File: src/rtl/bfr_pkg.sv
// shared types, font rom and glyph selection for the bitmap font rect generator
package bfr_pkg;

	localparam int GLYPH_H = 5;
	localparam int GLYPH_W = 5;
	localparam int CELLS = GLYPH_H * GLYPH_W;
	localparam logic [11:0] PEN_MAX = 12'd4095;

	typedef logic [5:0] glyph_idx_t;

	localparam glyph_idx_t GLYPH_DOT = 6'd36;
	localparam glyph_idx_t GLYPH_COLON = 6'd37;
	localparam glyph_idx_t GLYPH_SPACE = 6'd38;
	localparam glyph_idx_t GLYPH_PERCENT = 6'd39;
	localparam glyph_idx_t GLYPH_LETTER_BASE = 6'd10;

	localparam logic [7:0] CH_DOT = 8'h2E;
	localparam logic [7:0] CH_COLON = 8'h3A;
	localparam logic [7:0] CH_PERCENT = 8'h25;
	localparam logic [7:0] CH_ZERO = 8'h30;
	localparam logic [7:0] CH_NINE = 8'h39;
	localparam logic [7:0] CH_UPPER_A = 8'h41;
	localparam logic [7:0] CH_UPPER_Z = 8'h5A;
	localparam logic [7:0] CASE_BIT = 8'h20;

	typedef logic [0:GLYPH_H-1][GLYPH_W-1:0] glyph_rows_t;
	typedef logic [CELLS-1:0] cell_mask_t;

	typedef struct packed {
		logic [2:0]  width;
		glyph_rows_t rows;
	} glyph_t;

	// one queued character: lit cells in row-major order from bit 0
	typedef struct packed {
		cell_mask_t  mask;
		logic [11:0] pen;
		logic [11:0] row;
		logic [3:0]  size;
	} job_t;

	function automatic glyph_idx_t select_glyph(input logic [7:0] c);
		logic [7:0] folded;
		logic [7:0] ofs;
		begin
			folded = c & ~CASE_BIT;
			ofs = folded - CH_UPPER_A + 8'(GLYPH_LETTER_BASE);
			if (c == CH_DOT) begin
				select_glyph = GLYPH_DOT;
			end else if (c == CH_COLON) begin
				select_glyph = GLYPH_COLON;
			end else if (c == CH_PERCENT) begin
				select_glyph = GLYPH_PERCENT;
			end else if (c[7] == 1'b0 && folded >= CH_UPPER_A && folded <= CH_UPPER_Z) begin
				select_glyph = ofs[5:0];
			end else if (c >= CH_ZERO && c <= CH_NINE) begin
				select_glyph = 6'(c - CH_ZERO);
			end else begin
				select_glyph = GLYPH_SPACE;
			end
		end
	endfunction

	function automatic glyph_t font_rom(input glyph_idx_t idx);
		begin
			case (idx)
				6'd0:  font_rom = {3'd4, 5'd12, 5'd18, 5'd18, 5'd18, 5'd12};
				6'd1:  font_rom = {3'd3, 5'd8,  5'd24, 5'd8,  5'd8,  5'd28};
				6'd2:  font_rom = {3'd4, 5'd12, 5'd18, 5'd4,  5'd8,  5'd30};
				6'd3:  font_rom = {3'd4, 5'd28, 5'd2,  5'd12, 5'd2,  5'd28};
				6'd4:  font_rom = {3'd4, 5'd6,  5'd10, 5'd18, 5'd30, 5'd2};
				6'd5:  font_rom = {3'd4, 5'd30, 5'd16, 5'd30, 5'd2,  5'd28};
				6'd6:  font_rom = {3'd4, 5'd12, 5'd16, 5'd28, 5'd18, 5'd12};
				6'd7:  font_rom = {3'd4, 5'd30, 5'd2,  5'd4,  5'd4,  5'd4};
				6'd8:  font_rom = {3'd4, 5'd12, 5'd18, 5'd12, 5'd18, 5'd12};
				6'd9:  font_rom = {3'd4, 5'd12, 5'd18, 5'd14, 5'd2,  5'd12};
				6'd10: font_rom = {3'd4, 5'd12, 5'd18, 5'd30, 5'd18, 5'd18};
				6'd11: font_rom = {3'd4, 5'd28, 5'd18, 5'd28, 5'd18, 5'd28};
				6'd12: font_rom = {3'd4, 5'd14, 5'd16, 5'd16, 5'd16, 5'd14};
				6'd13: font_rom = {3'd4, 5'd28, 5'd18, 5'd18, 5'd18, 5'd28};
				6'd14: font_rom = {3'd4, 5'd30, 5'd16, 5'd28, 5'd16, 5'd30};
				6'd15: font_rom = {3'd4, 5'd30, 5'd16, 5'd28, 5'd16, 5'd16};
				6'd16: font_rom = {3'd4, 5'd14, 5'd16, 5'd22, 5'd18, 5'd14};
				6'd17: font_rom = {3'd4, 5'd18, 5'd18, 5'd30, 5'd18, 5'd18};
				6'd18: font_rom = {3'd1, 5'd16, 5'd16, 5'd16, 5'd16, 5'd16};
				6'd19: font_rom = {3'd4, 5'd2,  5'd2,  5'd2,  5'd18, 5'd12};
				6'd20: font_rom = {3'd4, 5'd18, 5'd20, 5'd24, 5'd20, 5'd18};
				6'd21: font_rom = {3'd3, 5'd16, 5'd16, 5'd16, 5'd16, 5'd28};
				6'd22: font_rom = {3'd5, 5'd17, 5'd27, 5'd21, 5'd17, 5'd17};
				6'd23: font_rom = {3'd4, 5'd18, 5'd26, 5'd22, 5'd18, 5'd18};
				6'd24: font_rom = {3'd4, 5'd12, 5'd18, 5'd18, 5'd18, 5'd12};
				6'd25: font_rom = {3'd4, 5'd28, 5'd18, 5'd28, 5'd16, 5'd16};
				6'd26: font_rom = {3'd5, 5'd12, 5'd18, 5'd22, 5'd18, 5'd13};
				6'd27: font_rom = {3'd4, 5'd28, 5'd18, 5'd28, 5'd20, 5'd18};
				6'd28: font_rom = {3'd4, 5'd14, 5'd16, 5'd12, 5'd2,  5'd28};
				6'd29: font_rom = {3'd5, 5'd31, 5'd4,  5'd4,  5'd4,  5'd4};
				6'd30: font_rom = {3'd4, 5'd18, 5'd18, 5'd18, 5'd18, 5'd12};
				6'd31: font_rom = {3'd5, 5'd17, 5'd17, 5'd10, 5'd10, 5'd4};
				6'd32: font_rom = {3'd5, 5'd21, 5'd21, 5'd21, 5'd10, 5'd10};
				6'd33: font_rom = {3'd4, 5'd18, 5'd18, 5'd12, 5'd18, 5'd18};
				6'd34: font_rom = {3'd5, 5'd17, 5'd17, 5'd14, 5'd4,  5'd4};
				6'd35: font_rom = {3'd4, 5'd30, 5'd2,  5'd12, 5'd16, 5'd30};
				6'd36: font_rom = {3'd1, 5'd0,  5'd0,  5'd0,  5'd0,  5'd16};
				6'd37: font_rom = {3'd1, 5'd0,  5'd16, 5'd0,  5'd16, 5'd0};
				6'd39: font_rom = {3'd5, 5'd17, 5'd2,  5'd4,  5'd8,  5'd17};
				default: font_rom = {3'd1, 5'd0, 5'd0, 5'd0, 5'd0, 5'd0};
			endcase
		end
	endfunction

	// row y, column x lands on bit y*5+x, so the lowest set bit is the next cell to draw
	function automatic cell_mask_t glyph_mask(input glyph_t g);
		cell_mask_t m;
		begin
			m = '0;
			for (int y = 0; y < GLYPH_H; y++) begin
				for (int x = 0; x < GLYPH_W; x++) begin
					m[y*GLYPH_W+x] = g.rows[y][GLYPH_W-1-x] && (3'(x) < g.width);
				end
			end
			glyph_mask = m;
		end
	endfunction

endpackage

File: src/rtl/bfr_in_if.sv
// character input channel
interface bfr_in_if;
	logic        valid;
	logic        ready;
	logic [7:0]  char_code;
	logic        string_start;
	logic [11:0] start_col;
	logic [11:0] text_row;
	logic [3:0]  cell_size;

	modport source(output valid, output char_code, output string_start, output start_col,
		output text_row, output cell_size, input ready);
	modport sink(input valid, input char_code, input string_start, input start_col,
		input text_row, input cell_size, output ready);
endinterface

File: src/rtl/bfr_out_if.sv
// rectangle output channel
interface bfr_out_if;
	logic        valid;
	logic        ready;
	logic [15:0] left;
	logic [15:0] top;
	logic [15:0] right;
	logic [15:0] bottom;
	logic        last_rect;

	modport source(output valid, output left, output top, output right, output bottom,
		output last_rect, input ready);
	modport sink(input valid, input left, input top, input right, input bottom,
		input last_rect, output ready);
endinterface

File: src/rtl/bitmap_font_rect_generator_unit.sv
// A character's first rectangle passes through the job queue, the back end's job registers
// and the output register. The back end emits one rectangle per cycle while the output is
// ready, one per lit cell (1 to 13), set by the single cell walker; blank glyphs give none.
// The job queue (QUEUE_DEPTH entries) lets the front keep taking characters until full.
// Reset clears the pen column to 0 and empties the queue and the output register.
module bitmap_font_rect_generator_unit import bfr_pkg::*; #(
	parameter int QUEUE_DEPTH = 2
) (
	input  logic      clk,
	input  logic      arst_n,
	bfr_in_if.sink    char_in,
	bfr_out_if.source rect_out
);

	logic push;
	logic push_ready;
	job_t push_job;
	logic pop;
	logic pop_valid;
	job_t pop_job;

	bfr_front u_front (
		.clk        (clk),
		.arst_n     (arst_n),
		.char_in    (char_in),
		.push       (push),
		.push_ready (push_ready),
		.push_job   (push_job)
	);

	bfr_queue #(
		.DEPTH (QUEUE_DEPTH)
	) u_queue (
		.clk        (clk),
		.arst_n     (arst_n),
		.push       (push),
		.push_ready (push_ready),
		.push_job   (push_job),
		.pop        (pop),
		.pop_valid  (pop_valid),
		.pop_job    (pop_job)
	);

	bfr_back u_back (
		.clk       (clk),
		.arst_n    (arst_n),
		.job_valid (pop_valid),
		.job       (pop_job),
		.pop       (pop),
		.rect_out  (rect_out)
	);

	a_pop_needs_job: assert property (@(posedge clk) disable iff (!arst_n)
		pop |-> pop_valid)
		else $error("back end popped an empty queue");

	a_push_on_beat: assert property (@(posedge clk) disable iff (!arst_n)
		push |-> (char_in.valid && char_in.ready))
		else $error("job pushed without an input beat");

	a_rect_square: assert property (@(posedge clk) disable iff (!arst_n)
		rect_out.valid |->
			(16'(rect_out.right - rect_out.left) == 16'(rect_out.bottom - rect_out.top)))
		else $error("rectangle is not one cell square");

endmodule

File: src/rtl/bfr_front.sv
// front end: glyph lookup, pen tracking and job issue
module bfr_front import bfr_pkg::*; (
	input  logic         clk,
	input  logic         arst_n,
	bfr_in_if.sink       char_in,
	output logic         push,
	input  logic         push_ready,
	output job_t         push_job
);

	logic        accept;
	logic [11:0] pen_q;
	logic [11:0] pen_cur;
	logic [12:0] pen_sum;
	glyph_t      glyph;

	assign char_in.ready = push_ready;
	assign accept = char_in.valid && push_ready;

	assign glyph = font_rom(select_glyph(char_in.char_code));
	assign pen_cur = char_in.string_start ? char_in.start_col : pen_q;
	assign pen_sum = 13'(pen_cur) + 13'(glyph.width) + 13'd1;

	assign push_job.mask = glyph_mask(glyph);
	assign push_job.pen = pen_cur;
	assign push_job.row = char_in.text_row;
	assign push_job.size = char_in.cell_size;

	// blank glyphs only move the pen
	assign push = accept && (push_job.mask != '0);

	always_ff @(posedge clk or negedge arst_n) begin
		if (!arst_n) begin
			pen_q <= '0;
		end else if (accept) begin
			pen_q <= pen_sum[12] ? PEN_MAX : pen_sum[11:0];
		end
	end

endmodule

File: src/rtl/bfr_queue.sv
// small job fifo between front and back
module bfr_queue import bfr_pkg::*; #(
	parameter int DEPTH = 2
) (
	input  logic clk,
	input  logic arst_n,
	input  logic push,
	output logic push_ready,
	input  job_t push_job,
	input  logic pop,
	output logic pop_valid,
	output job_t pop_job
);

	localparam int PTR_W = (DEPTH > 1) ? $clog2(DEPTH) : 1;
	localparam int CNT_W = $clog2(DEPTH + 1);

	job_t             mem [DEPTH];
	logic [PTR_W-1:0] wr_ptr_q;
	logic [PTR_W-1:0] rd_ptr_q;
	logic [CNT_W-1:0] count_q;

	function automatic logic [PTR_W-1:0] ptr_inc(input logic [PTR_W-1:0] p);
		begin
			ptr_inc = (p == PTR_W'(DEPTH - 1)) ? '0 : p + PTR_W'(1);
		end
	endfunction

	assign push_ready = (count_q != CNT_W'(DEPTH));
	assign pop_valid = (count_q != '0);
	assign pop_job = mem[rd_ptr_q];

	always_ff @(posedge clk) begin
		if (push) begin
			mem[wr_ptr_q] <= push_job;
		end
	end

	always_ff @(posedge clk or negedge arst_n) begin
		if (!arst_n) begin
			wr_ptr_q <= '0;
			rd_ptr_q <= '0;
			count_q <= '0;
		end else begin
			if (push) begin
				wr_ptr_q <= ptr_inc(wr_ptr_q);
			end
			if (pop) begin
				rd_ptr_q <= ptr_inc(rd_ptr_q);
			end
			if (push && !pop) begin
				count_q <= count_q + CNT_W'(1);
			end else if (pop && !push) begin
				count_q <= count_q - CNT_W'(1);
			end
		end
	end

endmodule

File: src/rtl/bfr_back.sv
// back end: walks a glyph's lit cells; one rectangle per cycle when not stalled
module bfr_back import bfr_pkg::*; (
	input  logic     clk,
	input  logic     arst_n,
	input  logic     job_valid,
	input  job_t     job,
	output logic     pop,
	bfr_out_if.source rect_out
);

	logic        active_q;
	cell_mask_t  mask_q;
	logic [11:0] pen_q;
	logic [11:0] row_q;
	logic [3:0]  size_q;

	logic        out_valid_q;
	logic [15:0] left_q;
	logic [15:0] top_q;
	logic [15:0] right_q;
	logic [15:0] bottom_q;
	logic        last_q;

	cell_mask_t  lowest;
	logic [2:0]  cx;
	logic [2:0]  cy;
	logic        last;
	logic        advance;
	logic [16:0] left_full;
	logic [16:0] top_full;

	assign lowest = mask_q & (~mask_q + CELLS'(1));
	assign last = ((mask_q & ~lowest) == '0);

	always_comb begin
		cx = '0;
		cy = '0;
		for (int y = 0; y < GLYPH_H; y++) begin
			for (int x = 0; x < GLYPH_W; x++) begin
				if (lowest[y*GLYPH_W+x]) begin
					cx = cx | 3'(x);
					cy = cy | 3'(y);
				end
			end
		end
	end

	assign left_full = (13'(pen_q) + 13'(cx)) * 4'(size_q);
	assign top_full = (13'(row_q) + 13'(cy)) * 4'(size_q);

	assign advance = active_q && (!out_valid_q || rect_out.ready);
	// take the next job in the cycle the current one finishes
	assign pop = job_valid && (!active_q || (advance && last));

	always_ff @(posedge clk or negedge arst_n) begin
		if (!arst_n) begin
			active_q <= 1'b0;
			out_valid_q <= 1'b0;
		end else begin
			if (pop) begin
				active_q <= 1'b1;
			end else if (advance && last) begin
				active_q <= 1'b0;
			end
			if (advance) begin
				out_valid_q <= 1'b1;
			end else if (rect_out.ready) begin
				out_valid_q <= 1'b0;
			end
		end
	end

	always_ff @(posedge clk) begin
		if (advance) begin
			left_q <= left_full[15:0];
			top_q <= top_full[15:0];
			right_q <= 16'(left_full + 17'(size_q));
			bottom_q <= 16'(top_full + 17'(size_q));
			last_q <= last;
		end
		if (pop) begin
			mask_q <= job.mask;
			pen_q <= job.pen;
			row_q <= job.row;
			size_q <= job.size;
		end else if (advance) begin
			mask_q <= mask_q & ~lowest;
		end
	end

	assign rect_out.valid = out_valid_q;
	assign rect_out.left = left_q;
	assign rect_out.top = top_q;
	assign rect_out.right = right_q;
	assign rect_out.bottom = bottom_q;
	assign rect_out.last_rect = last_q;

endmodule
File: src/flat_wrapper.sv
// flat-port wrapper written by rule: the top's interface ports become plain ports
module bitmap_font_rect_generator_unit_flat import bfr_pkg::*;
#(
	parameter int QUEUE_DEPTH = 2
)
  (clk, arst_n, char_in_valid, char_in_char_code, char_in_string_start, char_in_start_col, char_in_text_row, char_in_cell_size, char_in_ready, rect_out_valid, rect_out_left, rect_out_top, rect_out_right, rect_out_bottom, rect_out_last_rect, rect_out_ready);
  bfr_in_if char_in_i ();
  bfr_out_if rect_out_i ();
  input  logic clk;
  input  logic arst_n;
  input wire logic [$bits(char_in_i.valid)-1:0] char_in_valid;
  input wire logic [$bits(char_in_i.char_code)-1:0] char_in_char_code;
  input wire logic [$bits(char_in_i.string_start)-1:0] char_in_string_start;
  input wire logic [$bits(char_in_i.start_col)-1:0] char_in_start_col;
  input wire logic [$bits(char_in_i.text_row)-1:0] char_in_text_row;
  input wire logic [$bits(char_in_i.cell_size)-1:0] char_in_cell_size;
  output wire logic [$bits(char_in_i.ready)-1:0] char_in_ready;
  output wire logic [$bits(rect_out_i.valid)-1:0] rect_out_valid;
  output wire logic [$bits(rect_out_i.left)-1:0] rect_out_left;
  output wire logic [$bits(rect_out_i.top)-1:0] rect_out_top;
  output wire logic [$bits(rect_out_i.right)-1:0] rect_out_right;
  output wire logic [$bits(rect_out_i.bottom)-1:0] rect_out_bottom;
  output wire logic [$bits(rect_out_i.last_rect)-1:0] rect_out_last_rect;
  input wire logic [$bits(rect_out_i.ready)-1:0] rect_out_ready;
  assign char_in_i.valid = char_in_valid;
  assign char_in_i.char_code = char_in_char_code;
  assign char_in_i.string_start = char_in_string_start;
  assign char_in_i.start_col = char_in_start_col;
  assign char_in_i.text_row = char_in_text_row;
  assign char_in_i.cell_size = char_in_cell_size;
  assign char_in_ready = char_in_i.ready;
  assign rect_out_valid = rect_out_i.valid;
  assign rect_out_left = rect_out_i.left;
  assign rect_out_top = rect_out_i.top;
  assign rect_out_right = rect_out_i.right;
  assign rect_out_bottom = rect_out_i.bottom;
  assign rect_out_last_rect = rect_out_i.last_rect;
  assign rect_out_i.ready = rect_out_ready;
  bitmap_font_rect_generator_unit #(.QUEUE_DEPTH(QUEUE_DEPTH)) u_core (.clk(clk), .arst_n(arst_n), .char_in(char_in_i), .rect_out(rect_out_i));
endmodule
File: config.mk
export PLATFORM = sky130hd
export DESIGN_NAME = bitmap_font_rect_generator_unit_flat
export DESIGN_NICKNAME = d
export VERILOG_FILES = /design/src/rtl/bfr_pkg.sv /design/src/rtl/bfr_in_if.sv /design/src/rtl/bfr_out_if.sv /design/src/rtl/bitmap_font_rect_generator_unit.sv /design/src/rtl/bfr_front.sv /design/src/rtl/bfr_queue.sv /design/src/rtl/bfr_back.sv /design/src/flat_wrapper.sv
export SDC_FILE = /design/constraint.sdc
export NUM_CORES = 1
export LEC_CHECK = 0
export ABC_CLOCK_PERIOD_IN_PS = 6700
export BUFFER_PORTS_ARGS = -buffer_cell sky130_fd_sc_hd__buf_2
export CAP_MARGIN = 0
export CORE_MARGIN = 2
export CORE_UTILIZATION = 45
export DETAILED_ROUTE_END_ITERATION = 7
export GPL_TIMING_DRIVEN = 0
export SYNTH_ARGS = -nofsm -noshare
export SYNTH_HDL_FRONTEND = slang
export SYNTH_SLANG_ARGS = --single-unit
File: constraint.sdc
create_clock -name clk -period 6.7 [get_ports clk]
set_input_delay 0.67 -clock clk [delete_from_list [all_inputs] [get_ports clk]]
set_output_delay 0.67 -clock clk [all_outputs]
set_load 0.01 [all_outputs]
==> results list <==
* Run status: finished clean
- The die covers 36130 sq um.
* Number of synthesized register bits: 242
- Clock tree sinks: 242
* Number of optimization iterations in the first detailed-route pass: 6
- Drt first-iter violations: 689
- STA puts the critical path data required time at 6980 ps.
- Multiplexer fraction of the synthesized cell area: 4.433%
* Count of nets left with antenna violations after detail routing: 0
- At the placement stage, the worst setup path has a slack of -432.8 ps.
- Register area share after synthesis: 46.06%
* Smallest setup slack after layout: 249.9 ps
- In the final routed layout, each cell accounts on average for 18.05 microns.
- Commonest non-fill, non-tap cells in the layout: 224 x sky130_fd_sc_hd__edfxtp_1, 116 x sky130_fd_sc_hd__inv_1, 116 x sky130_fd_sc_hd__buf_2
- Startpoint type of the worst setup path: flip-flop
* Post-layout util: 52.65%
- Among all flip-flop cells after synthesis, the most frequent one is sky130_fd_sc_hd__edfxtp_1.
- VDD sags by at most 168.4 uV.
* Hold slack: 112.0 ps
- Yosys top cell by area: sky130_fd_sc_hd__edfxtp_1
* Area contributors post-synth: sky130_fd_sc_hd__edfxtp_1 43%, sky130_fd_sc_hd__fa_1 6.3%, sky130_fd_sc_hd__ha_1 5.9%, sky130_fd_sc_hd__dfrtp_1 2.9%, sky130_fd_sc_hd__xnor2_1 2.9%
- Number of distinct library cells after synthesis: 93
* Final weighted congestion in routability-driven placement: 0.9412
- Of the total synthesized cell area, the portion taken by AND, OR, NAND and NOR gates is 14.89%.
- Met2 Track Usage GR: 35.89%
- During placement, the flow inserted port buffers numbering 107.
* CTS tree: done
- Final setup TNS: 0 ps
- Worst-Margin Slew: 1177 ps
- Pint: 2925 uW
* Core area: 34290 sq um
- Fin. Hold Viols: 0
- Setup repair after global routing missed its margin: true
* Met1 Resource Use GR: 25.51%
- In this run the power density over the cells is 224.4 nW/um^2.
- Number of antenna diodes: 0
* Switching power: 1126 uW
- Top-level I/O count: 108
* Latest clock arrival within the worst-skew pair: 540 ps
* Static leakage power: 0.007167 uW
- After detailed routing, the number of remaining DRC violations is 0.
- Cell Rows: 68
- Number of nets in the final layout: 1740
* Xor-xnor portion of the synthesized cell area: 4.947%
- The die is 190.1 microns wide.
* Area growth from synthesis to layout: 15.88%
* Adder and majority cell fraction of the synthesized area: 12.35%
- Number of nets in the synthesized netlist: 1580
- The initial antenna violation count was 0.
- Detailed placement ended at an HPWL of 27.54 mm.
- Along the worst path, the maximum fanout reaches 6.
- Total power: 4050 uW
- The total count of max-transition violations in the final report was 0.
- Headroom to the max-slew limit: 21.46%
- In this run the biggest area consumer among cell types represents 43.17% of the synthesized area.
- Share of power burned in registers: 48.9%
* Avg Inst Size Synth: 11.00 sq um
- Number of H-tree levels: 1
- Asr flop ratio synth: 7.438%
* EDFF count, synth: 224
* Total routed wirelength: 36.99 mm
- Fraction of the mapped netlist area in compound gates: 12.98%
- Critical path capture point type: flip-flop
- Reg clk slew, reported paths: 60 ps
* Fraction of power spent switching nets: 27.79%
- CTS root buffer: sky130_fd_sc_hd__clkbuf_16
* Signal arrival time at the worst endpoint: 6730 ps
* Post-layout min period: 6450 ps
* Hold buffer count at cts: 0
- Via count of the first global-routing pass: 11030
* Chip Height: 190.1 microns
* Global routing usage summed across all routing layers: 20.09%
- Mean number of vias per cell: 5.493
* Global route hottest layer: met2
* Reported max-cap violation count: 0
- The tightest min-delay check is of the input pin to async pin type.
- After technology mapping, the gate count stands at 1417.
* Combinational fraction of design power: 19.1%
- Maximum number of pins on one net before global-route repair: 67
* Global-route wire length before repair: 57.94 mm
- Vias after detailed routing: 11260
- Global routing finished with a remaining overflow of 0.
* TritonCTS buffer count: 25
* Dominant combinational cell family by area after synthesis: simple AND/OR/NAND/NOR gates
- The clock network burns 32.0% of the power.
* Setup violation total in the final timing report: 0
- Yosys warning total: 0
* Initial core utilization: 45.44%
- The post-route netlist has 19.32% of its cells at a drive strength greater than 1.
- Portion of the clock cycle consumed by the worst path in the final layout: 96.27%
- Commonest non-fill, non-tap cell in the layout: sky130_fd_sc_hd__edfxtp_1
- Post-synthesis cell area: 15580 sq um
- Derived from the worst setup path, the maximum achievable clock frequency is 155.0 MHz.
* Category of the most critical setup path: flip-flop to flip-flop
* Buffer levels on the longest clock path: 3
- In the global route stage, met3 resource usage came out at 1.992%.
- Between clock sinks in the finished design, the worst skew comes to 23.87 ps.
repair_timing:
item,in CTS,in global routing
gates resized for setup,15,54
endpoints found under the setup margin,8,10
endpoints found under the hold margin,0,0
buffers inserted,18,10
pin swaps,5,22
layer usage:
layer  part of all wire, %  wire length (microns)
met5                     0                      0
met4                   3.2                   1201
met3                   4.6                   1691
met2                    50                  18470
met1                    42                  15620
cell usage after synthesis, drive strengths merged, types with 8 or more instances:
cell type and number:
edfxtp 224, nand2 82, nor2b 65, a2111oi 8, a21o 20, nor2 99
ha 73, nand2b 21, o22ai 8, a31oi 13, and2 34, nor4 11
inv 117, fa 49, a211oi 11, and3 22, xor2 37, mux2 32
o21ai 54, o21a 9, o211ai 10, nand3b 9, clkbuf 38, nor3 27
xnor2 51, a21oi 80, dfrtp 18, mux2i 33, nand3 33, buf 17
stage by stage:
step	std cells	area, sq um
after floorplan	1417	15580
after global placement	1979	16680
after detailed placement	1981	16740
after CTS	2040	17710
after global routing	2049	18050
final	2049	18050
power by group through the flow:
stage	sequential (uW)	combinational, uW	clock, uW
2_1_floorplan	2020	496	0
3_3_place_gp	2020	729	0
3_5_place_dp	2010	751	0
4_1_cts	1980	763	1330
5_1_grt	2000	858	1390
6_report	1980	772	1300
flip-flops by register name, summed over array words and instances (netlist names), 2 cells and up:
register / cells
u_core.u_back.mask_q: 25
u_core.u_back.pen_q: 12
u_core.u_back.rect_out.bottom: 16
u_core.u_back.rect_out.left: 16
u_core.u_back.rect_out.right: 16
u_core.u_back.rect_out.top: 16
u_core.u_back.row_q: 12
u_core.u_back.size_q: 4
u_core.u_front.pen_q: 12
u_core.u_queue.count_q: 2
u_core.u_queue.mem: 106
path summary, 6_finish.rpt:
kind / start / end / slack (ps) / depth (start not counted)
worst max-delay path: u_core.u_back.mask_q[3] / u_core.u_back.rect_out.right[15] / 250 / 26
worst min-delay path: arst_n / u_core.u_back.active_q / 110 / 1
worst max register to register: u_core.u_back.mask_q[3] / u_core.u_back.rect_out.right[15] / 250 / 26
worst min register to register: u_core.u_back.active_q / u_core.u_back.rect_out.valid / 480 / 2
max in group asynchronous: arst_n / u_core.u_front.pen_q[1] / 6240 / 1
min in group clk: char_in_text_row[4] / u_core.u_queue.mem[1][8] / 320 / 1
worst max-delay path: stages, from the launching register on:
cell	delay, ps
sky130_fd_sc_hd__edfxtp_1	450
sky130_fd_sc_hd__nor4_4	390
sky130_fd_sc_hd__nand4_1	200
sky130_fd_sc_hd__or2_4	330
sky130_fd_sc_hd__nor3_4	190
sky130_fd_sc_hd__a21o_1	160
sky130_fd_sc_hd__a211o_1	180
sky130_fd_sc_hd__ha_2	200
sky130_fd_sc_hd__inv_1	60
sky130_fd_sc_hd__fa_2	440
sky130_fd_sc_hd__nor2b_4	170
sky130_fd_sc_hd__o21ai_1	80
sky130_fd_sc_hd__xor2_1	310
sky130_fd_sc_hd__nor2b_1	120
sky130_fd_sc_hd__fa_1	550
sky130_fd_sc_hd__inv_1	50
sky130_fd_sc_hd__fa_1	520
sky130_fd_sc_hd__inv_1	40
sky130_fd_sc_hd__ha_2	370
sky130_fd_sc_hd__nand2_1	80
sky130_fd_sc_hd__o21ai_2	150
sky130_fd_sc_hd__a41oi_2	180
sky130_fd_sc_hd__a211oi_2	370
sky130_fd_sc_hd__xnor2_2	180
sky130_fd_sc_hd__and2_1	150
sky130_fd_sc_hd__nand4_1	120
sky130_fd_sc_hd__xnor2_1	150
cell families (layout without fill, tap and decap cells):
group           count (synthesis)  count (layout)
compound gates                288             288
xor+xnor                       88              88
fa+ha+maj                     125             125
buf+inv                       172             349
flops                         242             242
mux                            65              65
simple gates                  437             437
area by class of cell:
| class | instances | area, sq um |
|---|---|---|
| tap | 455 | 569.3 |
| clock inverter | 13 | 106.4 |
| buffer | 51 | 222.7 |
| clock buffer | 31 | 648.1 |
| sequential | 242 | 7177 |
| timing repair buffer | 137 | 785.8 |
| inverter | 117 | 439.2 |
| multi-input combinational | 1003 | 8105 |
| fill | 3102 | 16230 |
Power figures use the tool's default switching activity.
